## src/sv/fts_pkg.sv

```systemverilog
// Shared constants, codes and types for the second-chance frame table.
// No dependencies; used by the channel interfaces and every module.
package fts_pkg;

   localparam int FRAMES      = 16;
   localparam int FRAME_BITS  = $clog2(FRAMES);
   localparam int COUNT_BITS  = $clog2(FRAMES + 1);
   localparam int PAGE_BITS   = 16;
   localparam int OP_BITS     = 2;
   localparam int FNUM_BITS   = 4;
   localparam int STATUS_BITS = 2;
   localparam int ACTION_BITS = 2;
   localparam int CMP_BITS    = (PAGE_BITS > FRAME_BITS) ? PAGE_BITS : FRAME_BITS;

   // per-frame flag bits
   localparam int FLAG_BITS  = 4;
   localparam int FLAG_ACC   = 0;
   localparam int FLAG_DIRTY = 1;
   localparam int FLAG_MAP   = 2;
   localparam int FLAG_SWAP  = 3;

   // configuration port
   localparam int CFG_BITS       = 5;
   localparam int CSR_ADDR_BITS  = 3;
   localparam int CSR_INDEX_BITS = CSR_ADDR_BITS - 2;
   localparam int CSR_DATA_BITS  = 32;
   localparam logic [CFG_BITS-1:0]       CFG_FRAME_COUNT_RESET = CFG_BITS'(16);
   localparam logic [CSR_INDEX_BITS-1:0] CSR_IDX_USER_FRAME_COUNT = '0;

   typedef enum logic [OP_BITS-1:0] {
      OP_ALLOC = 2'd0,
      OP_FREE  = 2'd1,
      OP_FIND  = 2'd2,
      OP_TOUCH = 2'd3
   } op_type;

   typedef enum logic [STATUS_BITS-1:0] {
      ST_OK        = 2'd0,
      ST_NOT_FOUND = 2'd1,
      ST_NO_FRAME  = 2'd2
   } status_type;

   typedef enum logic [ACTION_BITS-1:0] {
      ACT_DROP      = 2'd0,
      ACT_WRITEBACK = 2'd1,
      ACT_SWAP      = 2'd2
   } action_type;

   // update/read request from the sequencer to the frame table
   typedef struct packed {
      logic                  clr_acc;
      logic                  mark;
      logic                  mark_dirty;
      logic                  remove;
      logic                  append;
      logic [FRAME_BITS-1:0] pos;
      logic [FRAME_BITS-1:0] frame;
      logic [PAGE_BITS-1:0]  page;
      logic [FLAG_BITS-1:0]  flags;
   } tbl_cmd_type;

   // table contents at the requested age position and frame
   typedef struct packed {
      logic [FRAME_BITS-1:0] age_frame;
      logic [PAGE_BITS-1:0]  page;
      logic [FLAG_BITS-1:0]  flags;
      logic                  free;
      logic [COUNT_BITS-1:0] count;
   } tbl_view_type;

endpackage

```

## src/sv/fts_channels.sv

```systemverilog
// Valid/ready channel interfaces for requests and responses of the frame table.
// Depends on fts_pkg for field widths.
interface fts_req_if;
   logic                              valid;
   logic                              ready;
   logic [fts_pkg::OP_BITS-1:0]       op;
   logic [fts_pkg::PAGE_BITS-1:0]     page_id;
   logic [fts_pkg::FNUM_BITS-1:0]     frame_number;
   logic                              is_mapped_file;
   logic                              was_swapped;
   logic                              is_write;

   modport source (output valid, op, page_id, frame_number, is_mapped_file, was_swapped,
                   is_write, input ready);
   modport sink   (input valid, op, page_id, frame_number, is_mapped_file, was_swapped,
                   is_write, output ready);
endinterface

interface fts_rsp_if;
   logic                              valid;
   logic                              ready;
   logic [fts_pkg::STATUS_BITS-1:0]   status;
   logic [fts_pkg::FNUM_BITS-1:0]     result_frame;
   logic                              evicted;
   logic [fts_pkg::PAGE_BITS-1:0]     evicted_page;
   logic [fts_pkg::ACTION_BITS-1:0]   evict_action;

   modport source (output valid, status, result_frame, evicted, evicted_page, evict_action,
                   input ready);
   modport sink   (input valid, status, result_frame, evicted, evicted_page, evict_action,
                   output ready);
endinterface

```

## src/sv/frame_table_second_chance.sv

```systemverilog
// Physical frame table with second-chance eviction.
// Channels: req_ch (valid/ready) carries op, page_id, frame_number, is_mapped_file,
// was_swapped and is_write; rsp_ch (valid/ready) returns one response per transaction:
// status, result_frame, evicted, evicted_page, evict_action.
// csr_* is an APB-style port; user_frame_count lives at byte address 0.
// One transaction at a time; req_ch.ready is high only while the sequencer is idle.
// Steps: find/free/touch are accepted, walk the age list entry by entry (at most
// FRAMES entries examined) and respond. Allocate checks the pool frames in order up
// to the lowest free one; when none is free it sees the end of the pool and scans the
// age list for a victim (at most resident count + 1 entries), or returns no-frame if
// nothing is resident. It then appends the new page and responds.
// The single cursor steps the pool and the age list.
// A finished response sits in an output register; a new transaction is accepted
// while it waits, and the next response holds in the sequencer until rsp_ch drains.
// Reset: all frames free, nothing resident, all flags clear, user_frame_count = 16;
// the block is ready the cycle after reset drops.
// Depends on fts_pkg, fts_channels, fts_table and fts_ctrl.
module frame_table_second_chance (
   input  logic                              clock,
   input  logic                              reset,
   fts_req_if.sink                           req_ch,
   fts_rsp_if.source                         rsp_ch,
   input  logic                              csr_psel,
   input  logic                              csr_penable,
   input  logic                              csr_pwrite,
   input  logic [fts_pkg::CSR_ADDR_BITS-1:0] csr_paddr,
   input  logic [fts_pkg::CSR_DATA_BITS-1:0] csr_pwdata,
   output logic [fts_pkg::CSR_DATA_BITS-1:0] csr_prdata,
   output logic                              csr_pready
);

   logic [fts_pkg::CFG_BITS-1:0] frame_count_ff, frame_count_in;
   logic                         csr_hit;
   fts_pkg::tbl_cmd_type         cmd;
   fts_pkg::tbl_view_type        view;

   assign csr_pready = 1'b1;
   assign csr_hit    = (csr_paddr[fts_pkg::CSR_ADDR_BITS-1:2] ==
                        fts_pkg::CSR_IDX_USER_FRAME_COUNT);
   assign csr_prdata = csr_hit ? fts_pkg::CSR_DATA_BITS'(frame_count_ff) : '0;

   always_comb begin
      frame_count_in = frame_count_ff;
      if (csr_psel && csr_penable && csr_pwrite && csr_hit) begin
         frame_count_in = csr_pwdata[fts_pkg::CFG_BITS-1:0];
      end
   end

   always_ff @(posedge clock) begin
      if (reset) begin
         frame_count_ff <= fts_pkg::CFG_FRAME_COUNT_RESET;
      end else begin
         frame_count_ff <= frame_count_in;
      end
   end

   fts_table u_table (
      .clock (clock),
      .reset (reset),
      .cmd   (cmd),
      .view  (view)
   );

   fts_ctrl u_ctrl (
      .clock            (clock),
      .reset            (reset),
      .req_ch           (req_ch),
      .rsp_ch           (rsp_ch),
      .user_frame_count (frame_count_ff),
      .cmd              (cmd),
      .view             (view)
   );

endmodule

```

## src/sv/fts_table.sv

```systemverilog
// Frame table storage: free map, age list, page handles and flags per frame.
// Depends on fts_pkg; driven one command per cycle by fts_ctrl.
module fts_table (
   input  logic                 clock,
   input  logic                 reset,
   input  fts_pkg::tbl_cmd_type cmd,
   output fts_pkg::tbl_view_type view
);

   logic [fts_pkg::FRAMES-1:0]     free_ff, free_in;
   logic [fts_pkg::FLAG_BITS-1:0]  flags_ff [fts_pkg::FRAMES];
   logic [fts_pkg::FLAG_BITS-1:0]  flags_in [fts_pkg::FRAMES];
   logic [fts_pkg::FRAME_BITS-1:0] age_ff   [fts_pkg::FRAMES];
   logic [fts_pkg::FRAME_BITS-1:0] age_in   [fts_pkg::FRAMES];
   logic [fts_pkg::PAGE_BITS-1:0]  page_ff  [fts_pkg::FRAMES];
   logic [fts_pkg::PAGE_BITS-1:0]  page_in  [fts_pkg::FRAMES];
   logic [fts_pkg::COUNT_BITS-1:0] count_ff, count_in;

   assign view.age_frame = age_ff[cmd.pos];
   assign view.page      = page_ff[cmd.frame];
   assign view.flags     = flags_ff[cmd.frame];
   assign view.free      = free_ff[cmd.frame];
   assign view.count     = count_ff;

   always_comb begin
      free_in  = free_ff;
      flags_in = flags_ff;
      age_in   = age_ff;
      page_in  = page_ff;
      count_in = count_ff;
      if (cmd.clr_acc) begin
         flags_in[cmd.frame][fts_pkg::FLAG_ACC] = 1'b0;
      end
      if (cmd.mark) begin
         flags_in[cmd.frame][fts_pkg::FLAG_ACC] = 1'b1;
         if (cmd.mark_dirty) begin
            flags_in[cmd.frame][fts_pkg::FLAG_DIRTY] = 1'b1;
         end
      end
      if (cmd.remove) begin
         for (int i = 0; i < fts_pkg::FRAMES - 1; i++) begin
            if (fts_pkg::FRAME_BITS'(i) >= cmd.pos) begin
               age_in[i] = age_ff[i + 1];
            end
         end
         count_in             = count_ff - 1'b1;
         free_in[cmd.frame]   = 1'b1;
         flags_in[cmd.frame]  = '0;
      end
      if (cmd.append) begin
         age_in[count_ff[fts_pkg::FRAME_BITS-1:0]] = cmd.frame;
         count_in             = count_ff + 1'b1;
         free_in[cmd.frame]   = 1'b0;
         page_in[cmd.frame]   = cmd.page;
         flags_in[cmd.frame]  = cmd.flags;
      end
   end

   always_ff @(posedge clock) begin
      if (reset) begin
         free_ff  <= '1;
         count_ff <= '0;
         for (int i = 0; i < fts_pkg::FRAMES; i++) begin
            flags_ff[i] <= '0;
         end
      end else begin
         free_ff  <= free_in;
         count_ff <= count_in;
         flags_ff <= flags_in;
      end
   end

   always_ff @(posedge clock) begin
      age_ff  <= age_in;
      page_ff <= page_in;
   end

endmodule

```

## src/sv/fts_ctrl.sv

```systemverilog
// Sequencer of the frame table: one cursor, one incrementer and one comparator
// stepped over the pool and the age list. Depends on fts_pkg, fts_channels, fts_table.
module fts_ctrl (
   input  logic                          clock,
   input  logic                          reset,
   fts_req_if.sink                       req_ch,
   fts_rsp_if.source                     rsp_ch,
   input  logic [fts_pkg::CFG_BITS-1:0]  user_frame_count,
   output fts_pkg::tbl_cmd_type          cmd,
   input  fts_pkg::tbl_view_type         view
);

   typedef enum logic [5:0] {
      S_IDLE   = 6'b000001,
      S_POOL   = 6'b000010,
      S_EVICT  = 6'b000100,
      S_LIST   = 6'b001000,
      S_APPEND = 6'b010000,
      S_DONE   = 6'b100000
   } state_type;

   state_type                      state_ff, state_in;
   fts_pkg::op_type                op_ff, op_in;
   logic [fts_pkg::PAGE_BITS-1:0]  page_ff, page_in;
   logic [fts_pkg::FNUM_BITS-1:0]  fnum_ff, fnum_in;
   logic                           mapped_ff, mapped_in;
   logic                           swapped_ff, swapped_in;
   logic                           write_ff, write_in;
   logic [fts_pkg::COUNT_BITS-1:0] cur_ff, cur_in;

   fts_pkg::status_type            res_status_ff, res_status_in;
   logic [fts_pkg::FRAME_BITS-1:0] res_frame_ff, res_frame_in;
   logic                           res_evicted_ff, res_evicted_in;
   logic [fts_pkg::PAGE_BITS-1:0]  res_evpage_ff, res_evpage_in;
   fts_pkg::action_type            res_action_ff, res_action_in;

   logic                           out_valid_ff, out_valid_in;
   fts_pkg::status_type            out_status_ff, out_status_in;
   logic [fts_pkg::FRAME_BITS-1:0] out_frame_ff, out_frame_in;
   logic                           out_evicted_ff, out_evicted_in;
   logic [fts_pkg::PAGE_BITS-1:0]  out_evpage_ff, out_evpage_in;
   fts_pkg::action_type            out_action_ff, out_action_in;

   logic [fts_pkg::COUNT_BITS-1:0] pool;
   logic [fts_pkg::COUNT_BITS-1:0] cur_inc;
   logic                           cur_last;
   logic [fts_pkg::CMP_BITS-1:0]   cmp_a, cmp_b;
   logic                           hit;
   fts_pkg::action_type            victim_action;
   logic [fts_pkg::FLAG_BITS-1:0]  new_flags;

   assign req_ch.ready        = (state_ff == S_IDLE);
   assign rsp_ch.valid        = out_valid_ff;
   assign rsp_ch.status       = out_status_ff;
   assign rsp_ch.result_frame = fts_pkg::FNUM_BITS'(out_frame_ff);
   assign rsp_ch.evicted      = out_evicted_ff;
   assign rsp_ch.evicted_page = out_evpage_ff;
   assign rsp_ch.evict_action = out_action_ff;

   // shared cursor step and comparator
   assign pool     = (int'(user_frame_count) > fts_pkg::FRAMES) ?
                     fts_pkg::COUNT_BITS'(fts_pkg::FRAMES) :
                     fts_pkg::COUNT_BITS'(user_frame_count);
   assign cur_inc  = cur_ff + 1'b1;
   assign cur_last = (cur_inc >= view.count);
   assign hit      = (cmp_a == cmp_b);

   always_comb begin
      if (op_ff == fts_pkg::OP_FIND) begin
         cmp_a = fts_pkg::CMP_BITS'(view.page);
         cmp_b = fts_pkg::CMP_BITS'(page_ff);
      end else begin
         cmp_a = fts_pkg::CMP_BITS'(view.age_frame);
         cmp_b = fts_pkg::CMP_BITS'(fnum_ff);
      end
   end

   always_comb begin
      if (view.flags[fts_pkg::FLAG_DIRTY] || view.flags[fts_pkg::FLAG_SWAP]) begin
         victim_action = view.flags[fts_pkg::FLAG_MAP] ? fts_pkg::ACT_WRITEBACK :
                                                         fts_pkg::ACT_SWAP;
      end else begin
         victim_action = fts_pkg::ACT_DROP;
      end
   end

   always_comb begin
      new_flags                      = '0;
      new_flags[fts_pkg::FLAG_MAP]   = mapped_ff;
      new_flags[fts_pkg::FLAG_SWAP]  = swapped_ff;
   end

   always_comb begin
      state_in       = state_ff;
      op_in          = op_ff;
      page_in        = page_ff;
      fnum_in        = fnum_ff;
      mapped_in      = mapped_ff;
      swapped_in     = swapped_ff;
      write_in       = write_ff;
      cur_in         = cur_ff;
      res_status_in  = res_status_ff;
      res_frame_in   = res_frame_ff;
      res_evicted_in = res_evicted_ff;
      res_evpage_in  = res_evpage_ff;
      res_action_in  = res_action_ff;
      out_valid_in   = out_valid_ff;
      out_status_in  = out_status_ff;
      out_frame_in   = out_frame_ff;
      out_evicted_in = out_evicted_ff;
      out_evpage_in  = out_evpage_ff;
      out_action_in  = out_action_ff;

      cmd            = '0;
      cmd.pos        = cur_ff[fts_pkg::FRAME_BITS-1:0];
      cmd.frame      = view.age_frame;
      cmd.page       = page_ff;
      cmd.flags      = new_flags;
      cmd.mark_dirty = write_ff;

      if (rsp_ch.valid && rsp_ch.ready) begin
         out_valid_in = 1'b0;
      end

      case (state_ff)
         S_IDLE: begin
            if (req_ch.valid) begin
               op_in          = fts_pkg::op_type'(req_ch.op);
               page_in        = req_ch.page_id;
               fnum_in        = req_ch.frame_number;
               mapped_in      = req_ch.is_mapped_file;
               swapped_in     = req_ch.was_swapped;
               write_in       = req_ch.is_write;
               cur_in         = '0;
               res_status_in  = fts_pkg::ST_OK;
               res_frame_in   = '0;
               res_evicted_in = 1'b0;
               res_evpage_in  = '0;
               res_action_in  = fts_pkg::ACT_DROP;
               case (fts_pkg::op_type'(req_ch.op))
                  fts_pkg::OP_ALLOC: begin
                     state_in = S_POOL;
                  end
                  default: begin
                     if (view.count == '0) begin
                        res_status_in = fts_pkg::ST_NOT_FOUND;
                        state_in      = S_DONE;
                     end else begin
                        state_in = S_LIST;
                     end
                  end
               endcase
            end
         end
         S_POOL: begin
            cmd.frame = cur_ff[fts_pkg::FRAME_BITS-1:0];
            if (cur_ff >= pool) begin
               cur_in = '0;
               if (view.count == '0) begin
                  res_status_in = fts_pkg::ST_NO_FRAME;
                  state_in      = S_DONE;
               end else begin
                  state_in = S_EVICT;
               end
            end else if (view.free) begin
               res_frame_in = cur_ff[fts_pkg::FRAME_BITS-1:0];
               state_in     = S_APPEND;
            end else begin
               cur_in = cur_inc;
            end
         end
         S_EVICT: begin
            if (view.flags[fts_pkg::FLAG_ACC]) begin
               cmd.clr_acc = 1'b1;
               cur_in      = cur_last ? '0 : cur_inc;
            end else begin
               cmd.remove     = 1'b1;
               res_frame_in   = view.age_frame;
               res_evicted_in = 1'b1;
               res_evpage_in  = view.page;
               res_action_in  = victim_action;
               state_in       = S_APPEND;
            end
         end
         S_LIST: begin
            if (hit) begin
               res_status_in = fts_pkg::ST_OK;
               case (op_ff)
                  fts_pkg::OP_FIND:  res_frame_in = view.age_frame;
                  fts_pkg::OP_FREE:  cmd.remove   = 1'b1;
                  fts_pkg::OP_TOUCH: cmd.mark     = 1'b1;
                  default:           res_frame_in = res_frame_ff;
               endcase
               state_in = S_DONE;
            end else if (cur_last) begin
               res_status_in = fts_pkg::ST_NOT_FOUND;
               state_in      = S_DONE;
            end else begin
               cur_in = cur_inc;
            end
         end
         S_APPEND: begin
            cmd.frame  = res_frame_ff;
            cmd.append = 1'b1;
            state_in   = S_DONE;
         end
         S_DONE: begin
            if (!out_valid_ff || rsp_ch.ready) begin
               out_valid_in   = 1'b1;
               out_status_in  = res_status_ff;
               out_frame_in   = res_frame_ff;
               out_evicted_in = res_evicted_ff;
               out_evpage_in  = res_evpage_ff;
               out_action_in  = res_action_ff;
               state_in       = S_IDLE;
            end
         end
         default: begin
            state_in = S_IDLE;
         end
      endcase
   end

   always_ff @(posedge clock) begin
      if (reset) begin
         state_ff     <= S_IDLE;
         out_valid_ff <= 1'b0;
      end else begin
         state_ff     <= state_in;
         out_valid_ff <= out_valid_in;
      end
   end

   always_ff @(posedge clock) begin
      op_ff          <= op_in;
      page_ff        <= page_in;
      fnum_ff        <= fnum_in;
      mapped_ff      <= mapped_in;
      swapped_ff     <= swapped_in;
      write_ff       <= write_in;
      cur_ff         <= cur_in;
      res_status_ff  <= res_status_in;
      res_frame_ff   <= res_frame_in;
      res_evicted_ff <= res_evicted_in;
      res_evpage_ff  <= res_evpage_in;
      res_action_ff  <= res_action_in;
      out_status_ff  <= out_status_in;
      out_frame_ff   <= out_frame_in;
      out_evicted_ff <= out_evicted_in;
      out_evpage_ff  <= out_evpage_in;
      out_action_ff  <= out_action_in;
   end

   a_count_bound: assert property (@(posedge clock) disable iff (reset)
      view.count <= fts_pkg::COUNT_BITS'(fts_pkg::FRAMES))
      else $error("resident count above frame total");

   a_evict_nonempty: assert property (@(posedge clock) disable iff (reset)
      state_ff == S_EVICT |-> view.count != '0)
      else $error("eviction scan over empty age list");

   a_victim_append: assert property (@(posedge clock) disable iff (reset)
      (state_ff == S_EVICT && !view.flags[fts_pkg::FLAG_ACC])
      |=> (state_ff == S_APPEND && res_evicted_ff))
      else $error("victim found but no append of new page");

   a_busy_after_accept: assert property (@(posedge clock) disable iff (reset)
      (req_ch.valid && req_ch.ready) |=> state_ff != S_IDLE)
      else $error("transaction accepted but sequencer idle");

   a_no_frame_clean: assert property (@(posedge clock) disable iff (reset)
      (out_valid_ff && out_status_ff == fts_pkg::ST_NO_FRAME) |-> !out_evicted_ff)
      else $error("no-frame response reports an eviction");

endmodule
```

## src/flat_wrapper.sv

```systemverilog
// flat-port wrapper written by rule: the top's interface ports become plain ports
module frame_table_second_chance_flat 
  (clock, reset, csr_psel, csr_penable, csr_pwrite, csr_paddr, csr_pwdata, csr_prdata, csr_pready, req_ch_valid, req_ch_op, req_ch_page_id, req_ch_frame_number, req_ch_is_mapped_file, req_ch_was_swapped, req_ch_is_write, req_ch_ready, rsp_ch_valid, rsp_ch_status, rsp_ch_result_frame, rsp_ch_evicted, rsp_ch_evicted_page, rsp_ch_evict_action, rsp_ch_ready);
  fts_req_if req_ch_i ();
  fts_rsp_if rsp_ch_i ();
  input  logic clock;
  input  logic reset;
  input  logic csr_psel;
  input  logic csr_penable;
  input  logic csr_pwrite;
  input  logic [fts_pkg::CSR_ADDR_BITS-1:0] csr_paddr;
  input  logic [fts_pkg::CSR_DATA_BITS-1:0] csr_pwdata;
  output logic [fts_pkg::CSR_DATA_BITS-1:0] csr_prdata;
  output logic csr_pready;
  input wire logic [$bits(req_ch_i.valid)-1:0] req_ch_valid;
  input wire logic [$bits(req_ch_i.op)-1:0] req_ch_op;
  input wire logic [$bits(req_ch_i.page_id)-1:0] req_ch_page_id;
  input wire logic [$bits(req_ch_i.frame_number)-1:0] req_ch_frame_number;
  input wire logic [$bits(req_ch_i.is_mapped_file)-1:0] req_ch_is_mapped_file;
  input wire logic [$bits(req_ch_i.was_swapped)-1:0] req_ch_was_swapped;
  input wire logic [$bits(req_ch_i.is_write)-1:0] req_ch_is_write;
  output wire logic [$bits(req_ch_i.ready)-1:0] req_ch_ready;
  output wire logic [$bits(rsp_ch_i.valid)-1:0] rsp_ch_valid;
  output wire logic [$bits(rsp_ch_i.status)-1:0] rsp_ch_status;
  output wire logic [$bits(rsp_ch_i.result_frame)-1:0] rsp_ch_result_frame;
  output wire logic [$bits(rsp_ch_i.evicted)-1:0] rsp_ch_evicted;
  output wire logic [$bits(rsp_ch_i.evicted_page)-1:0] rsp_ch_evicted_page;
  output wire logic [$bits(rsp_ch_i.evict_action)-1:0] rsp_ch_evict_action;
  input wire logic [$bits(rsp_ch_i.ready)-1:0] rsp_ch_ready;
  assign req_ch_i.valid = req_ch_valid;
  assign req_ch_i.op = req_ch_op;
  assign req_ch_i.page_id = req_ch_page_id;
  assign req_ch_i.frame_number = req_ch_frame_number;
  assign req_ch_i.is_mapped_file = req_ch_is_mapped_file;
  assign req_ch_i.was_swapped = req_ch_was_swapped;
  assign req_ch_i.is_write = req_ch_is_write;
  assign req_ch_ready = req_ch_i.ready;
  assign rsp_ch_valid = rsp_ch_i.valid;
  assign rsp_ch_status = rsp_ch_i.status;
  assign rsp_ch_result_frame = rsp_ch_i.result_frame;
  assign rsp_ch_evicted = rsp_ch_i.evicted;
  assign rsp_ch_evicted_page = rsp_ch_i.evicted_page;
  assign rsp_ch_evict_action = rsp_ch_i.evict_action;
  assign rsp_ch_i.ready = rsp_ch_ready;
  frame_table_second_chance u_core (.clock(clock), .reset(reset), .req_ch(req_ch_i), .rsp_ch(rsp_ch_i), .csr_psel(csr_psel), .csr_penable(csr_penable), .csr_pwrite(csr_pwrite), .csr_paddr(csr_paddr), .csr_pwdata(csr_pwdata), .csr_prdata(csr_prdata), .csr_pready(csr_pready));
endmodule
```

## config.mk

```make
export PLATFORM = sky130hd
export DESIGN_NAME = frame_table_second_chance_flat
export DESIGN_NICKNAME = d
export VERILOG_FILES = /design/src/sv/fts_pkg.sv /design/src/sv/fts_channels.sv /design/src/sv/frame_table_second_chance.sv /design/src/sv/fts_table.sv /design/src/sv/fts_ctrl.sv /design/src/flat_wrapper.sv
export SDC_FILE = /design/constraint.sdc
export NUM_CORES = 1
export LEC_CHECK = 0
export BUFFER_PORTS_ARGS = -buffer_cell sky130_fd_sc_hd__buf_2
export CAP_MARGIN = 20
export CORE_MARGIN = 2
export CORE_UTILIZATION = 50
export DETAILED_ROUTE_END_ITERATION = 16
export PLACE_DENSITY = 0.67
export RECOVER_POWER = 100
export SLEW_MARGIN = 0
export SYNTH_ARGS = -nofsm -noshare
export SYNTH_HDL_FRONTEND = slang
export SYNTH_HIERARCHICAL = 1
export SYNTH_SLANG_ARGS = --single-unit
```

## constraint.sdc

```tcl
create_clock -name clock -period 11.55 [get_ports clock]
set_clock_uncertainty 0.2 [all_clocks]
set_input_delay 2.8875 -clock clock [delete_from_list [all_inputs] [get_ports clock]]
set_output_delay 2.8875 -clock clock [all_outputs]
set_load 0.05 [all_outputs]
```

# After elaboration in Yosys (flattened, before gate mapping)
# Index checks and enable logic that the tools add are counted.
# totals
register_bits	497
in_bits	67
elab_cells	274
# classes
add_sub_neg	3
order_cmp	25
eq_ne	25
mux	115
bitwise	13
reduce_logical	23
# op_table
op	count
$mux 64	6
$bwmux 256	1
$mux 16	9
$and 64x64->64	2
$bwmux 64	2
$not 64->64	2
$or 64x64->64	2
$mux 4	27
$bmux 16 s4	1
$demux 16 s4	1
$demux 4 s4	4
$mux 6	10
$mux 60	1
$mux 5	11
$pmux 6 s6	1
$bmux 4 s4	2
$pmux 16 s2	1
$ge 4x4->1 const A	7
$ne 2x2->1 const B	12
$mux 2	10
$pmux 5 s4	1
$mux 1	19
$and 16x16->16	1
$eq 16x16->1	1
44 further kinds	70

# Depth between registers and ports, before layout
# Gate-level depths: netlist of the first run.
# logic_depth
depth_word	21
depth_mapped	27
ltp_nobuf	18

# Hierarchy
# Netlist of the first run, hierarchy kept.
# by_module_without_submodules
module	n_inst	cells_each	area_each_um2	seq_area_each_um2
fts_table	1	1232	17334.1	10710.3
fts_ctrl	1	293	3948.8	2542.4
frame_table_second_chance	1	58	494.2	100.1

# Worst setup path after synthesis of the first run
# OpenSTA, ideal clock, no wires.
# synth_path
path_type	input-to-output
start	input port csr_paddr[2] (netlist name)
end	output port csr_prdata[0] (netlist name)
t_arrival_ns	3.237
setup_slack_ns	5.226
stages	1
n_path_buf	0
path_cell_list	and2b_2
# synth_between
elab_chain_len	1
# synth_rtl
element	line	source
from (decl)	flat_wrapper.sv:11	input logic [fts_pkg::CSR_ADDR_BITS-1:0] csr_paddr;
$mux 5	frame_table_second_chance.sv:40	assign csr_prdata = csr_hit ? fts_pkg::CSR_DATA_BITS'(frame_count_ff) : '0;
to (decl)	flat_wrapper.sv:13	output logic [fts_pkg::CSR_DATA_BITS-1:0] csr_prdata;
# Every way passes these cells.

==> run summary, run 1 <==
The run finished, with violations left. The final reports fail on capacitance limit, slew limit. Buffers placed on the I/O ports in this run total 69. The run gives 0 as the hold buffer count at CTS. A synthesized cell averages 13.8 µm².

The worst slew margin relative to its limit was -212%; the total wire length was 52900 µm. Post-CTS clock slew at the launch and capture registers of the worst setup and hold paths: 0.06 ns. The worst min-delay path class is flop to flop.

The floorplan step defined a core boundary enclosing 43100 µm². For this design, the slowest cell found on the critical path is sky130_fd_sc_hd__clkbuf_1. Across every metal layer, demand over resource in global routing totals 23.7%. The ratio of final minimum period to clock period was 81.1%; the total negative slack was 0 ns. The insertion delay to the later sink of the worst-skew pair was 0.61 ns. Clock tree synthesis inserted a total of 51 buffers. The height of the die was 213 µm; the routed via count was 13600.

Final number of max-transition violations: 510. STA classifies the critical path startpoint as a flop. For the standard-cell row count, the log shows 76. The cell sitting at the root of the clock tree is a sky130_fd_sc_hd__clkbuf_16. The tools report the global route total overflow as 0. The HPWL after detailed placement was 31400 µm. Post-cts sizing count: 0. The first-pass GRT wire length came out at 79800 µm. The tools report the maximum level of the CTS H-tree as 2. For the summed instance area of the synthesized netlist, the log shows 21800 µm².

The DRC marker count from the first detailed-route iteration was 1658. During I/O placement, the number of pins put on the boundary was 127. The run gives 13300 as the number of global-route vias before repair.

The run gives 0 as the number of nets with antenna violations after routing. For the worst setup path, the data required time is 11.64 ns. The horizontal die dimension is 213 µm. Type of the worst setup path: flop to flop. After routing the design area is 24100 µm².

In the routed layout, each cell is associated on average with a via count of 6.07. Counting instances, the worst hold path has a depth of 0. Data on the critical path arrives at its endpoint at 9.46 ns. For the number of post-CTS setup repair buffers, the log shows 0.

The most used flip-flop cell after synthesis is sky130_fd_sc_hd__edfxtp_1. The largest net degree at the start of global routing was 110; the number of flops mapped to enable cells by yosys was 340. The worst-case IR drop observed on VDD is 0.118 mV. Post-route minimum period: 9.37 ns. The number of cells on the worst reg-to-reg path is 21. Static leakage: 8.53 nW.

The area fraction of the dominant cell type after synthesis was 46.9%; the final weighted congestion in routability-driven placement was 0.847. The synthesis-to-finish area growth works out to 10.5%. For the cell area reported after detailed placement, the log shows 22400 µm². The maximum count of clock buffers along a single path is 3, and the total of endpoints with negative setup slack in the final report is 0. Timing would allow up to 107 MHz.

The library cells used most frequently in the layout, excluding fill and tap cells, are sky130_fd_sc_hd__edfxtp_1 (340), sky130_fd_sc_hd__dfxtp_1 (157), sky130_fd_sc_hd__nor2_1 (109). The diode insertion count for antenna repair was 0; the post-route total power was 4.16 mW. On the worst path, the slowest cell contributes a delay of 1.42 ns. The Yosys step of the flow raised 6 warnings.

Of all cell types, the one taking the most synthesized area is sky130_fd_sc_hd__edfxtp_1. In the synthesized netlist the async set-or-reset flop fraction comes to 0%. The die area was 45200 µm²; the number of register bits inferred by synthesis was 497.

Once layout is complete, the utilization of the core stands at 55.9%. The number of antenna violations at the first check in global routing is 0, and the number of optimization iterations in the first detailed-route pass is 6. TritonCTS built the clock tree. The run gives 61.3% as the register area share after synthesis. The netlist uses 77 different library cells.

The final routed wire length divided by cell count came out at 23.5 µm. The cell area power density was 173 nW/µm². The commonest non-fill, non-tap cell in the layout is sky130_fd_sc_hd__edfxtp_1. Across the run, the number of max-cap violations was 19.

For this configuration, the core starts out at a cell density of 50.6%. The tools report the number of clock sinks as 497. The number of remaining DRC errors was 0; the share of cells above drive strength 1 was 15.8%. The worst setup path is captured at a flop. Maximum fanout along the worst path: 35. By instance count, the cell type seen most on the critical path is sky130_fd_sc_hd__nand3_1.

For the pin with the worst max-slew slack, the measured transition is 4.68 ns. The final layout contains 1703 nets. The tools report the cell count after synthesis as 1583. Walking the worst path, the cells encountered are nor4_1, and3b_1, clkbuf_1, nor2_1, a221o_1, clkbuf_1, nor2_4, buf_4, a22oi_1, nand2_1, xor2_1, nor4_1, nand3_1, o21ai_0, nand3_1, o22ai_1, buf_4, or2_2, nand3_1, a22oi_1, o31ai_1.

By area the synthesized netlist is led by sky130_fd_sc_hd__edfxtp_1 (47%), sky130_fd_sc_hd__dfxtp_1 (14%), sky130_fd_sc_hd__mux4_2 (10%). Setup repair after global routing left no endpoint under its margin. The tools report the final-report hold violation count as 0.
-- cell type report --
cell class	instances	area (µm²)
inverters	34	128
well taps	585	732
flip-flops and latches	497	13400
clock inverters	38	497
repair buffers	105	480
fillers	3468	19000
clock buffers	58	1340
multi-input cells	932	7530
-- critical path, delay by kind of cell (launching register included) --
family	cells	cell delay, ns
simple gates	10	3.89
flops	1	0.41
compound gates	6	1.55
buf+inv	4	2.80
xor+xnor	1	0.12
-- layer usage --
metal	GRT usage, %	part of all wire [%]	vias up
li1	-	-	6096
met4	10.7	4.2	0
met1	32.6	41	6834
met2	37.8	47	576
met3	3.44	7.3	140
met5	0	0	-
-- state kept, by name, indices dropped and copies added (netlist names), 5 cells and up --
name and cells:
u_core/u_table/page_ff 256, u_core/u_table/age_ff 64, u_core/u_table/flags_ff 64, u_core/u_ctrl/page_ff 16
u_core/u_ctrl/res_evpage_ff 16, u_core/u_ctrl/rsp_ch.evicted_page 16, u_core/u_table/free_ff 16, u_core/u_ctrl/state_ff 6
u_core/frame_count_ff 5, u_core/u_ctrl/cur_ff 5, u_core/u_table/count_ff 5
-- path summary, 6_finish.rpt --
check	slack (ns)	endpoint	startpoint
worst min register to register	0.22	u_core/u_ctrl/rsp_ch.evicted_page[8]	u_core/u_ctrl/res_evpage_ff[8]
worst max-delay path	2.18	u_core/u_table/flags_ff[33]	u_core/u_ctrl/state_ff[1]
worst max register to register	2.18	u_core/u_table/flags_ff[33]	u_core/u_ctrl/state_ff[1]
worst min-delay path	0.22	u_core/u_ctrl/rsp_ch.evicted_page[8]	u_core/u_ctrl/res_evpage_ff[8]
-- synthesized netlist by cell type, types with 4 or more instances --
library cell                count
sky130_fd_sc_hd__o32ai_1       11
sky130_fd_sc_hd__a2bb2oi_1      9
sky130_fd_sc_hd__nor2b_1       16
sky130_fd_sc_hd__nor4_1         6
sky130_fd_sc_hd__clkbuf_1      44
sky130_fd_sc_hd__a221o_1        4
sky130_fd_sc_hd__o21bai_1      16
sky130_fd_sc_hd__and3_2         7
sky130_fd_sc_hd__nor3b_1        4
sky130_fd_sc_hd__ha_1          14
sky130_fd_sc_hd__nand2_1       93
sky130_fd_sc_hd__nand4_1        5
sky130_fd_sc_hd__nand3b_1       8
sky130_fd_sc_hd__nand3_1       42
sky130_fd_sc_hd__o21ai_0       49
sky130_fd_sc_hd__a21oi_1       56
sky130_fd_sc_hd__a22oi_1       80
sky130_fd_sc_hd__mux4_2       100
sky130_fd_sc_hd__mux2i_1       65
sky130_fd_sc_hd__clkbuf_2       4
sky130_fd_sc_hd__nor2_1       114
sky130_fd_sc_hd__xor2_1        19
sky130_fd_sc_hd__and2b_2        5
sky130_fd_sc_hd__buf_2         38
sky130_fd_sc_hd__a32oi_1       18
sky130_fd_sc_hd__and3_1        24
sky130_fd_sc_hd__edfxtp_1     340
sky130_fd_sc_hd__dfxtp_1      157
sky130_fd_sc_hd__buf_4         40
sky130_fd_sc_hd__a211oi_1       4
sky130_fd_sc_hd__a31oi_1       18
sky130_fd_sc_hd__o21ai_1        4
sky130_fd_sc_hd__a21o_1         9
sky130_fd_sc_hd__xnor2_1        8
sky130_fd_sc_hd__nand2b_1      17
sky130_fd_sc_hd__buf_6         15
sky130_fd_sc_hd__and2_1         9
sky130_fd_sc_hd__inv_1         34
sky130_fd_sc_hd__nor3_1        13
sky130_fd_sc_hd__buf_1          6
-- kinds of logic (layout without fill, tap and decap cells) --
kind of cell,Yosys count,count (layout),synth area share [%]
other,3,30,0.0517
buffers and inverters,181,235,4.57
AO/OA/AOI/OAI,301,301,9.46
AND/OR/NAND/NOR,394,394,9.29
adder cells (fa/ha/maj),15,15,0.896
multiplexers,165,165,13.3
flip-flops,497,497,61.3
XOR/XNOR,27,27,1.09
-- power by group --
part	switching, mW	internal (mW)
combinational	0.226	0.0983
clock	0.714	1.07
sequential	0.0630	1.99
-- through the flow --
| step | hold WS, ns | setup WS [ns] | cells |
|---|---|---|---|
| floorplan | 0.200 | 5.23 | 1610 |
| global placement | 0.205 | 3.92 | 2152 |
| detailed placement | 0.205 | 3.73 | 2152 |
| CTS | 0.220 | 3.69 | 2248 |
| global route | 0.223 | 1.78 | 2249 |
| finish | 0.218 | 2.18 | 2249 |
Power figures use the tool's default switching activity.
==> run 2: changes to the inputs <==
==> constraint.sdc (replaced) <==
create_clock -name clock -period 9.2 [get_ports clock]
set_clock_uncertainty 0.2 [all_clocks]
set_input_delay 2.3 -clock clock [delete_from_list [all_inputs] [get_ports clock]]
set_output_delay 2.3 -clock clock [all_outputs]
set_load 0.05 [all_outputs]
==> run 2 against run 1 <==
  * The run still ends with capacitance limit, slew limit left
  * Global-route usage is 0.36 points lower
  * Largest cell class unchanged
  * Sequential power grew 26%
  * Core utilization barely moved
  * Largest power group unchanged
  * Count of clock-buffer cells in the layout up 11
  * Critical endpoint is now u_core/u_table/age_ff[4]
  * Via count fell by 0.13%
  * Register-to-register slack worse by 1.1 ns
==> run summary, run 2 (synthesized netlist as in run 1, its figures left out) <==
The run gives 1.69 ns (was 3.73 ns) as the setup slack after placement. The post-route minimum period was 8.11 ns (was 9.37 ns). The maximum fanout along the worst path is 40 (was 35), and the cell area power density is 215 nW/µm² (was 173 nW/µm²). The run gives 110 (unchanged) as the largest net degree at the start of global routing.

The run gives 127 (unchanged) as the top-level port count. The run finished, with violations left. The DRC marker count from the first detailed-route iteration was 1399 (was 1658). The number of antenna violations at the first check in global routing is 1 (was 0), and the hold-critical path depth is 0 (unchanged). The total buffers and inverters traversed by the critical path was 3 (was 4).

The tools report the kind of end point of the critical path as a flop (unchanged). The switching part of the total came out at 23.5% (was 24.1%). The run gives 0 (unchanged) as the total of endpoints with negative setup slack in the final report.

Maximum count of clock buffers along a single path: 3 (unchanged). The worst min-delay path class was flop to flop (unchanged). The number of I/O port buffers was 69 (unchanged); the cell-internal power was 3.95 mW (was 3.15 mW). The synthesis-to-finish area growth was 10.5% (about the same); the final-report hold violation count was 0 (unchanged). The end point of the worst hold path was u_core/u_ctrl/rsp_ch.status[1] (was u_core/u_ctrl/rsp_ch.evicted_page[8]). The final weighted congestion in routability-driven placement was 0.865 (was 0.847); the number of nets with antenna violations after routing was 0 (unchanged).

Worst-path cell chain: clkbuf_1, mux4_2, a22oi_1, nand2_1, a221o_4, buf_4, mux4_2, a22oi_1, nand2_1, xor2_1, nor4_1, nand3_1, o21ai_0, nand3_1, o22ai_1, clkbuf_1, o21ai_0, mux2i_1, a21oi_1 (was nor4_1, and3b_1, clkbuf_1, nor2_1, a221o_1, clkbuf_1, nor2_4, buf_4, a22oi_1, nand2_1, xor2_1, nor4_1, nand3_1, o21ai_0, nand3_1, o22ai_1, buf_4, or2_2, nand3_1, a22oi_1, o31ai_1). The first-pass GRT wire length was 78700 µm (was 79800 µm); the peak per-stage delay on the critical path was 0.85 ns (was 1.42 ns). For the hold buffer count at CTS, the log shows 0 (unchanged). The area of the core region is 43100 µm² (unchanged). The logs give 1.09 ns (was 2.18 ns) for the worst-case register-to-register setup slack and 1709 (was 1703) for the net count reported at finish. Maximum level of the CTS H-tree: 2 (unchanged). The origin of the worst setup path was u_core/u_ctrl/cur_ff[1] (was u_core/u_ctrl/state_ff[1]). Setup repair after global routing left no endpoint under its margin. The insertion delay to the later sink of the worst-skew pair came out at 0.60 ns (was 0.61 ns). The cell type group with the largest total delay on the critical path is compound AO/OA/AOI/OAI gates (was simple AND/OR/NAND/NOR gates). Registers with the highest flip-flop counts: u_core/u_table/page_ff (256), u_core/u_table/age_ff (64), u_core/u_table/flags_ff (64) (unchanged). The slew at the pin closest to its max-slew limit came out at 4.55 ns (was 4.68 ns). For the standard-cell row count, the log shows 76 (unchanged). The max-cap violation count came out at 17 (was 19). Share of cells above drive strength 1: 15.3% (was 15.8%). The run gives 0.138 mV (was 0.118 mV) as the maximum ir drop on the vdd rail. The run gives 497 (unchanged) as the number of clock sinks.

Leading cell types in the layout, fill and taps excluded: sky130_fd_sc_hd__edfxtp_1 (340), sky130_fd_sc_hd__dfxtp_1 (157), sky130_fd_sc_hd__nor2_1 (110) (was sky130_fd_sc_hd__edfxtp_1 (340), sky130_fd_sc_hd__dfxtp_1 (157), sky130_fd_sc_hd__nor2_1 (109)). Total of fill cells in the finished design: 3487 (was 3468). Total wire length: 52300 µm (was 52900 µm). TritonCTS built the clock tree.

The tools report the number of post-CTS setup repair buffers as 0 (unchanged). The category of the worst setup path launch point is a flop (unchanged). Effective utilization at floorplan: 50.6% (unchanged).

The ratio of final minimum period to clock period came out at 88.2% (was 81.1%). Failing checks: capacitance limit, slew limit (unchanged). The tools report the final number of max-transition violations as 440 (was 510). The detailed-route vias per instance is 6.05 (was 6.07), and the global route total overflow is 0 (unchanged). The number of cells on the worst reg-to-reg path was 19 (was 21). For the post-route worst setup slack, the log shows 1.09 ns (was 2.18 ns).

The run gives 0 (unchanged) as the number of remaining DRC errors. For the number of optimization iterations in the first detailed-route pass, the log shows 5 (was 6). The tools report the clock root buffer master as sky130_fd_sc_hd__clkbuf_16 (unchanged). Endpoint of the worst-slack reg-to-reg timing path: u_core/u_table/age_ff[4] (was u_core/u_table/flags_ff[33]). For the share of total power in combinational logic, the log shows 7.7% (was 7.8%). The worst endpoint data arrival time came out at 8.35 ns (was 9.46 ns). For the post-route non-filler standard cell count, the log shows 2254 (was 2249). The tools report the global router's overall resource usage as 23.4% (was 23.7%).

The most flop-heavy register was u_core/u_table/page_ff (unchanged). The launch instance of the worst register-to-register path was u_core/u_ctrl/cur_ff[1] (was u_core/u_ctrl/state_ff[1]). The tools report the origin of the worst min-delay path as u_core/u_ctrl/res_status_ff[1] (was u_core/u_ctrl/res_evpage_ff[8]). The logs give -203% (was -212%) for the worst slew margin relative to its limit and 0 (unchanged) for the post-cts sizing count. Required time of the worst setup path: 9.44 ns (was 11.64 ns). The count of placed standard cells including taps was 2155 (was 2152); the number of buffers added by the clock tree synthesis step was 52 (was 51).

The total negative slack was 0 ns (unchanged). The die area was 45200 µm² (unchanged); the final routed wire length divided by cell count was 23.2 µm (was 23.5 µm). The run gives 42.4% (was 42.9%) as the part of the total power dissipated in the clock network. The type of the worst setup path is flop to flop (unchanged). The number of flip-flops under the largest register name is 256 (unchanged). Critical path's slowest cell: sky130_fd_sc_hd__edfxtp_1 (was sky130_fd_sc_hd__clkbuf_1).

For the relative contribution of sequential cells to total power, the log shows 49.9% (was 49.3%). The height of the die came out at 213 µm (unchanged). The commonest non-fill, non-tap cell in the layout was sky130_fd_sc_hd__edfxtp_1 (unchanged). The static leakage is 8.55 nW (was 8.53 nW).

The maximum achievable frequency was 123 MHz (was 107 MHz). The run gives 32000 µm (was 31400 µm) as the HPWL after detailed placement. The post-CTS clock slew at the launch and capture registers of the worst setup and hold paths was 0.06 ns (about the same); the routed via count was 13600 (about the same). For the net switching component of the power, the log shows 1.22 mW (was 1.00 mW).

The number of global-route vias before repair is 13000 (was 13300), and the horizontal die dimension is 213 µm (unchanged).
[run 2: cell count changes in the layout (fill, tap and decap cells not counted), sizes merged]
cell	change
buf	+6
bufinv	-2
clkbuf	+10
clkinvlp	-6
diode	+1
inv	-4
[run 2: per-layer routing]
metal | vias to the layer above | GRT usage (%) | routed length, µm
li1 | 6107 | - | -
met1 | 6835 | 31.4 | 20900
met2 | 575 | 38.7 | 25500
met3 | 111 | 4.77 | 4390
met4 | 0 | 7.11 | 1510
met5 | - | 0 | 0
[run 2: how the worst max path moves through the flow]
stage / end / slack [ns] / cells after the start
3_5_place_dp: u_core/u_table/age_ff[59] / 1.69 / 19
2_1_floorplan: u_core/u_table/flags_ff[58] / 3.68 / 27
3_3_place_gp: u_core/u_table/age_ff[56] / 1.75 / 19
6_report: u_core/u_table/age_ff[4] / 1.09 / 19
4_1_cts: u_core/u_table/age_ff[59] / 1.68 / 19
5_1_grt: u_core/u_table/age_ff[5] / 0.59 / 20
[run 2: layout make-up]
class,instances,area [µm²],area share [%]
Antenna cell,1,2.50,0.0104
Clock buffer,69,1460,6.06
Clock inverter,26,334,1.39
Inverter,34,128,0.530
Multi-Input combinational cell,932,7530,31.3
Sequential cell,497,13400,55.5
Tap cell,585,732,3.04
Timing Repair Buffer,110,529,2.20
[run 2: power by group through the flow]
stage                     Combinational [mW]  Sequential [mW]  Clock, mW
after floorplan                        0.320             2.59          0
after global placement                 0.401             2.62          0
after detailed placement               0.406             2.63          0
after CTS                              0.408             2.58       2.23
after global routing                   0.431             2.59       2.32
final                                  0.397             2.58       2.19
[run 2: metrics by stage]
step / total power [mW] / area (µm²) / util (%) / hold WS (ns)
floorplan: 2.91 / 21900 / - / 0.200
global placement: 3.02 / 22500 / 52.2 / 0.206
detailed placement: 3.03 / 22500 / 52.2 / 0.205
CTS: 5.22 / 24300 / 56.4 / 0.220
global route: 5.34 / 24100 / 55.9 / 0.227
finish: 5.17 / 24100 / 55.9 / 0.219
[run 2: worst register-to-register path, cell delays in order, from the launching register on]
cell and delay [ns]:
sky130_fd_sc_hd__edfxtp_1 0.85, sky130_fd_sc_hd__clkbuf_1 0.41, sky130_fd_sc_hd__mux4_2 0.41, sky130_fd_sc_hd__a22oi_1 0.20, sky130_fd_sc_hd__nand2_1 0.16, sky130_fd_sc_hd__a221o_4 0.69
sky130_fd_sc_hd__buf_4 0.49, sky130_fd_sc_hd__mux4_2 0.35, sky130_fd_sc_hd__a22oi_1 0.21, sky130_fd_sc_hd__nand2_1 0.18, sky130_fd_sc_hd__xor2_1 0.22, sky130_fd_sc_hd__nor4_1 0.59
sky130_fd_sc_hd__nand3_1 0.34, sky130_fd_sc_hd__o21ai_0 0.49, sky130_fd_sc_hd__nand3_1 0.17, sky130_fd_sc_hd__o22ai_1 0.56, sky130_fd_sc_hd__clkbuf_1 0.58, sky130_fd_sc_hd__o21ai_0 0.52
sky130_fd_sc_hd__mux2i_1 0.28, sky130_fd_sc_hd__a21oi_1 0.09
==> run 3: changes to the inputs <==
--- a/config.mk
+++ b/config.mk
@@ -5,11 +5,13 @@
 export SDC_FILE = /design/constraint.sdc
 export NUM_CORES = 1
 export LEC_CHECK = 0
+export ABC_AREA = 1
 export BUFFER_PORTS_ARGS = -buffer_cell sky130_fd_sc_hd__buf_2
 export CAP_MARGIN = 20
 export CORE_MARGIN = 2
 export CORE_UTILIZATION = 50
 export DETAILED_ROUTE_END_ITERATION = 16
+export GPL_TIMING_DRIVEN = 0
 export PLACE_DENSITY = 0.67
 export RECOVER_POWER = 100
 export SLEW_MARGIN = 0
==> run 3 against run 2 <==
  * The run still ends with capacitance limit, slew limit left
  * Synthesized cell count increased by 69%
  * Sequential power increased by 9.7%
  * Via count increased by 37%
  * Non-clock buffer count increased by 120
  * Final cell count increased by 54%
  * Power increased by 77%
  * Routed wire length increased by 24%
  * Sequential share of layout area decreased by 3.4 points
  * Count of clock-buffer cells in the layout decreased by 1
  * Critical path type unchanged
==> run summary, run 3 <==
The run finished, with violations left. Failing checks: capacitance limit, slew limit (unchanged). The worst-case register-to-register setup slack was 0.79 ns (was 1.09 ns). The average instance area after synthesis is 8.56 µm² (was 13.8 µm²), and the standard-cell row count is 78 (was 76).

Share of cells above drive strength 1: 7.51% (was 15.3%). Ranking of synthesized cells by area: sky130_fd_sc_hd__edfxtp_1 (45%), sky130_fd_sc_hd__nand2_1 (19%), sky130_fd_sc_hd__dfxtp_1 (14%) (was sky130_fd_sc_hd__edfxtp_1 (47%), sky130_fd_sc_hd__dfxtp_1 (14%), sky130_fd_sc_hd__mux4_2 (10%)). The run gives 1 (unchanged) as the number of antenna violations at the first check in global routing.

The number of flip-flops under the largest register name was 256 (unchanged). Commonest non-fill, non-tap cell in the layout: sky130_fd_sc_hd__nand2_1 (was sky130_fd_sc_hd__edfxtp_1). Relative contribution of sequential cells to total power: 31.0% (was 49.9%).

Horizontal die dimension: 218 µm (was 213 µm). The routing usage on met2 was 46.4% (was 38.7%). The launch instance of the worst register-to-register path was u_core/u_ctrl/cur_ff[0] (was u_core/u_ctrl/cur_ff[1]). Registers with the highest flip-flop counts: u_core/u_table/page_ff (256), u_core/u_table/age_ff (64), u_core/u_table/flags_ff (64) (unchanged). Setup repair after global routing left no endpoint under its margin.

The logs give 0 ns (unchanged) for the total negative slack and 0 (unchanged) for the number of nets with antenna violations after routing. TritonCTS built the clock tree. The async set-or-reset flop fraction in the synthesized netlist was 0% (unchanged); the top-level port count was 127 (unchanged).

Slew at the pin closest to its max-slew limit: 2.58 ns (was 4.55 ns). The maximum achievable frequency was 119 MHz (was 123 MHz); the area fraction of the dominant cell type after synthesis was 44.7% (was 46.9%). The total wire length came out at 64900 µm (was 52300 µm).

The run gives 58.4% (was 61.3%) as the register area share after synthesis. Origin of the worst min-delay path: u_core/u_ctrl/res_evpage_ff[12] (was u_core/u_ctrl/res_status_ff[1]). The run gives 17500 (was 13000) as the number of global-route vias before repair. The switching part of the total came out at 46.0% (was 23.5%). The worst min-delay path class was flop to flop (unchanged). The global route total overflow was 0 (unchanged); the number of remaining DRC errors was 0 (unchanged). The run gives 4.20 mW (was 1.22 mW) as the net switching component of the power. Number of buffers added by the clock tree synthesis step: 51 (was 52). The logs give 22900 µm² (was 21800 µm²) for the summed instance area of the synthesized netlist and 45.9% (was 7.7%) for the share of total power in combinational logic. The run gives 3 (unchanged) as the maximum count of clock buffers along a single path.

The critical path's slowest cell was sky130_fd_sc_hd__o21ai_1 (was sky130_fd_sc_hd__edfxtp_1). The total of endpoints with negative setup slack in the final report was 0 (unchanged); the maximum level of the CTS H-tree was 2 (unchanged). The number of register bits inferred by synthesis works out to 497 (unchanged). The post-CTS clock slew at the launch and capture registers of the worst setup and hold paths is 0.06 ns (about the same). The logs give 89 (was 440) for the final number of max-transition violations and 0.61 ns (was 0.60 ns) for the insertion delay to the later sink of the worst-skew pair.

The final design instance area without fill came out at 25700 µm² (was 24100 µm²). Most instantiated library cell after synthesis: sky130_fd_sc_hd__nand2_1 (was sky130_fd_sc_hd__edfxtp_1). The clock root buffer master was sky130_fd_sc_hd__clkbuf_16 (unchanged). The run gives 27.4% (was 23.4%) as the global router's overall resource usage. The tools report the number of unique standard cell types used by synthesis as 42 (was 77).

The number of post-CTS setup repair buffers is 0 (unchanged). The cell area reported after detailed placement is 24200 µm² (was 22500 µm²), and the worst endpoint data arrival time is 8.67 ns (was 8.35 ns). The number of clock sinks is 497 (unchanged), and the synthesis-to-finish area growth is 12.2% (was 10.5%).

The detailed-route vias per instance works out to 5.36 (was 6.05). For the worst slew margin relative to its limit, the log shows -72.4% (was -203%). The cell-internal power came out at 4.93 mW (was 3.95 mW).

The end point of the worst hold path is u_core/u_ctrl/rsp_ch.evicted_page[12] (was u_core/u_ctrl/rsp_ch.status[1]). The most numerous cell on the critical path was sky130_fd_sc_hd__nand2_1. Leading cell types in the layout, fill and taps excluded: sky130_fd_sc_hd__nand2_1 (1133), sky130_fd_sc_hd__edfxtp_1 (340), sky130_fd_sc_hd__inv_1 (196) (was sky130_fd_sc_hd__edfxtp_1 (340), sky130_fd_sc_hd__dfxtp_1 (157), sky130_fd_sc_hd__nor2_1 (110)).

Kind of end point of the critical path: a flop (unchanged). The peak-usage layer in the global routing report is met2 (unchanged). For the static leakage, the log shows 10.6 nW (was 8.55 nW).

Type of the worst setup path: flop to flop (unchanged). The logs give 26 (was 110) for the largest net degree at the start of global routing and 9.46 ns (was 9.44 ns) for the required time of the worst setup path. The first-pass GRT wire length was 99100 µm (was 78700 µm); the maximum fanout along the worst path was 10 (was 40). The final cell utilization of the core was 56.7% (was 55.9%); the number of I/O port buffers was 69 (unchanged). The tools report the final weighted congestion in routability-driven placement as 0.923 (was 0.865). Most flop-heavy register: u_core/u_table/page_ff (unchanged). The run gives 0 (unchanged) as the hold buffer count at CTS. The number of cells on the worst reg-to-reg path is 33 (was 19). The final worst hold slack was 0.219 ns (about the same); the height of the die was 218 µm (was 213 µm). Library cell with the largest summed area after synthesis: sky130_fd_sc_hd__edfxtp_1 (unchanged).

The tools report the net count reported at finish as 2917 (was 1709). The dominant register cell in the synthesized netlist is sky130_fd_sc_hd__edfxtp_1 (unchanged). The logs give 35.0% (was 31.4%) for the met1 global-route usage and 6 (was 5) for the number of optimization iterations in the first detailed-route pass.

The ratio of final minimum period to clock period was 91.4% (was 88.2%). The peak per-stage delay on the critical path came out at 0.67 ns (was 0.85 ns). For the max-cap violation count, the log shows 4 (was 17). For the effective utilization at floorplan, the log shows 50.5% (was 50.6%). The cell area power density came out at 356 nW/µm² (was 215 nW/µm²). The final-report hold violation count was 0 (unchanged).

The tools report the endpoint of the worst-slack reg-to-reg timing path as u_core/u_table/flags_ff[43] (was u_core/u_table/age_ff[4]). Top cell types by occurrence after synthesis: sky130_fd_sc_hd__nand2_1 (1130), sky130_fd_sc_hd__edfxtp_1 (340), sky130_fd_sc_hd__inv_1 (194), sky130_fd_sc_hd__nor2_1 (168), sky130_fd_sc_hd__dfxtp_1 (157) (was sky130_fd_sc_hd__edfxtp_1 (340), sky130_fd_sc_hd__dfxtp_1 (157), sky130_fd_sc_hd__nor2_1 (114), sky130_fd_sc_hd__mux4_2 (100), sky130_fd_sc_hd__nand2_1 (93)). The count of synthesis-stage warnings from yosys is 6 (unchanged). The post-route minimum period works out to 8.41 ns (was 8.11 ns). Met3 global-route usage: 3.56% (was 4.77%). The logs give 46800 µm (was 32000 µm) for the HPWL after detailed placement and 18600 (was 13600) for the routed via count. The maximum ir drop on the vdd rail was 0.224 mV (was 0.138 mV).

The part of the total power dissipated in the clock network is 23.1% (was 42.4%), and the number of flops mapped to enable cells by yosys is 340 (unchanged). The DRC marker count from the first detailed-route iteration came out at 1887 (was 1399). The final routed wire length divided by cell count is 18.7 µm (was 23.2 µm), and the area of the core region is 45300 µm² (was 43100 µm²). The hold-critical path depth was 0 (unchanged). The category of the worst setup path launch point is a flop (unchanged). The logs give 0 (unchanged) for the post-cts sizing count and 2671 (was 1583) for the cell count after synthesis. The run gives 47500 µm² (was 45200 µm²) as the die area.
run 3: cell types whose count changed in the layout (fill, tap and decap cells not counted), moves of 65 or more:
cell,before,now
sky130_fd_sc_hd__nand2_1,93,1133
sky130_fd_sc_hd__inv_1,34,196
sky130_fd_sc_hd__o21ai_0,54,161
sky130_fd_sc_hd__mux4_2,100,0
sky130_fd_sc_hd__a22oi_1,80,0
sky130_fd_sc_hd__nor2_1,110,186
sky130_fd_sc_hd__mux2i_1,65,0
run 3: worst max-delay path: cells and delay by family (launching register included):
family                    cells  cell delay [ns]
AOI/OAI and AO/OA             6             1.54
buffers and inverters        12             3.33
xor gates and xnor gates      1             0.40
and+or+nand+nor              14             2.27
DFF                           1             0.48
run 3: cell families (layout without fill, tap and decap cells):
| logic type | Yosys count | after routing | synth area share (%) |
|---|---|---|---|
| AO/OA/AOI/OAI | 328 | 328 | 7.67 |
| flip-flops | 497 | 497 | 58.4 |
| other | 3 | 31 | 0.0492 |
| XOR/XNOR | 15 | 15 | 0.575 |
| AND/OR/NAND/NOR | 1459 | 1459 | 25.7 |
| buffers and inverters | 354 | 531 | 6.80 |
| adder cells (fa/ha/maj) | 15 | 15 | 0.854 |
run 3: worst max-delay path by stage:
stage | start | cells past startpoint | to | slack, ns
after floorplan | rsp_ch_ready | 2 | u_core/u_ctrl/rsp_ch.evict_action[0] | 3.73
after global placement | u_core/u_ctrl/cur_ff[0] | 33 | u_core/u_table/flags_ff[41] | 1.46
after detailed placement | u_core/u_ctrl/cur_ff[0] | 33 | u_core/u_table/flags_ff[43] | 1.41
after CTS | u_core/u_ctrl/cur_ff[0] | 31 | u_core/u_table/flags_ff[43] | 1.38
after global routing | u_core/u_ctrl/cur_ff[0] | 33 | u_core/u_table/age_ff[13] | 0.42
final | u_core/u_ctrl/cur_ff[0] | 33 | u_core/u_table/flags_ff[43] | 0.79
run 3: cell type report:
class                           instances  area, µm²
Multi-Input combinational cell       1847       7960
Antenna cell                            1       2.50
Buffer                                146        761
Clock inverter                         25        313
Timing Repair Buffer                   84        359
Inverter                              208        785
Tap cell                              600        751
Fill cell                            4070      19600
Sequential cell                       497      13400
Clock buffer                           68       1380
run 3: per-stage QoR:
| step | setup slack (ns) | instances | total power, mW |
|---|---|---|---|
| floorplan | 3.73 | 2698 | 5.49 |
| global placement | 1.46 | 3367 | 6.98 |
| detailed placement | 1.41 | 3376 | 7.06 |
| CTS | 1.38 | 3469 | 9.17 |
| global route | 0.422 | 3476 | 9.64 |
| finish | 0.793 | 3476 | 9.13 |
run 3: per-layer routing:
layer | share of wire [%] | routed length [µm]
met1 | 41 | 26800
met5 | 0 | 0
met3 | 6.0 | 3930
met4 | 4.3 | 2790
met2 | 48 | 31400
run 3: power by group through the flow:
stage | Sequential (mW) | Clock, mW | Combinational, mW
finish | 2.83 | 2.11 | 4.19
global route | 2.86 | 2.22 | 4.56
CTS | 2.84 | 2.13 | 4.20
detailed placement | 2.88 | 0 | 4.18
global placement | 2.88 | 0 | 4.10
floorplan | 2.85 | 0 | 2.64
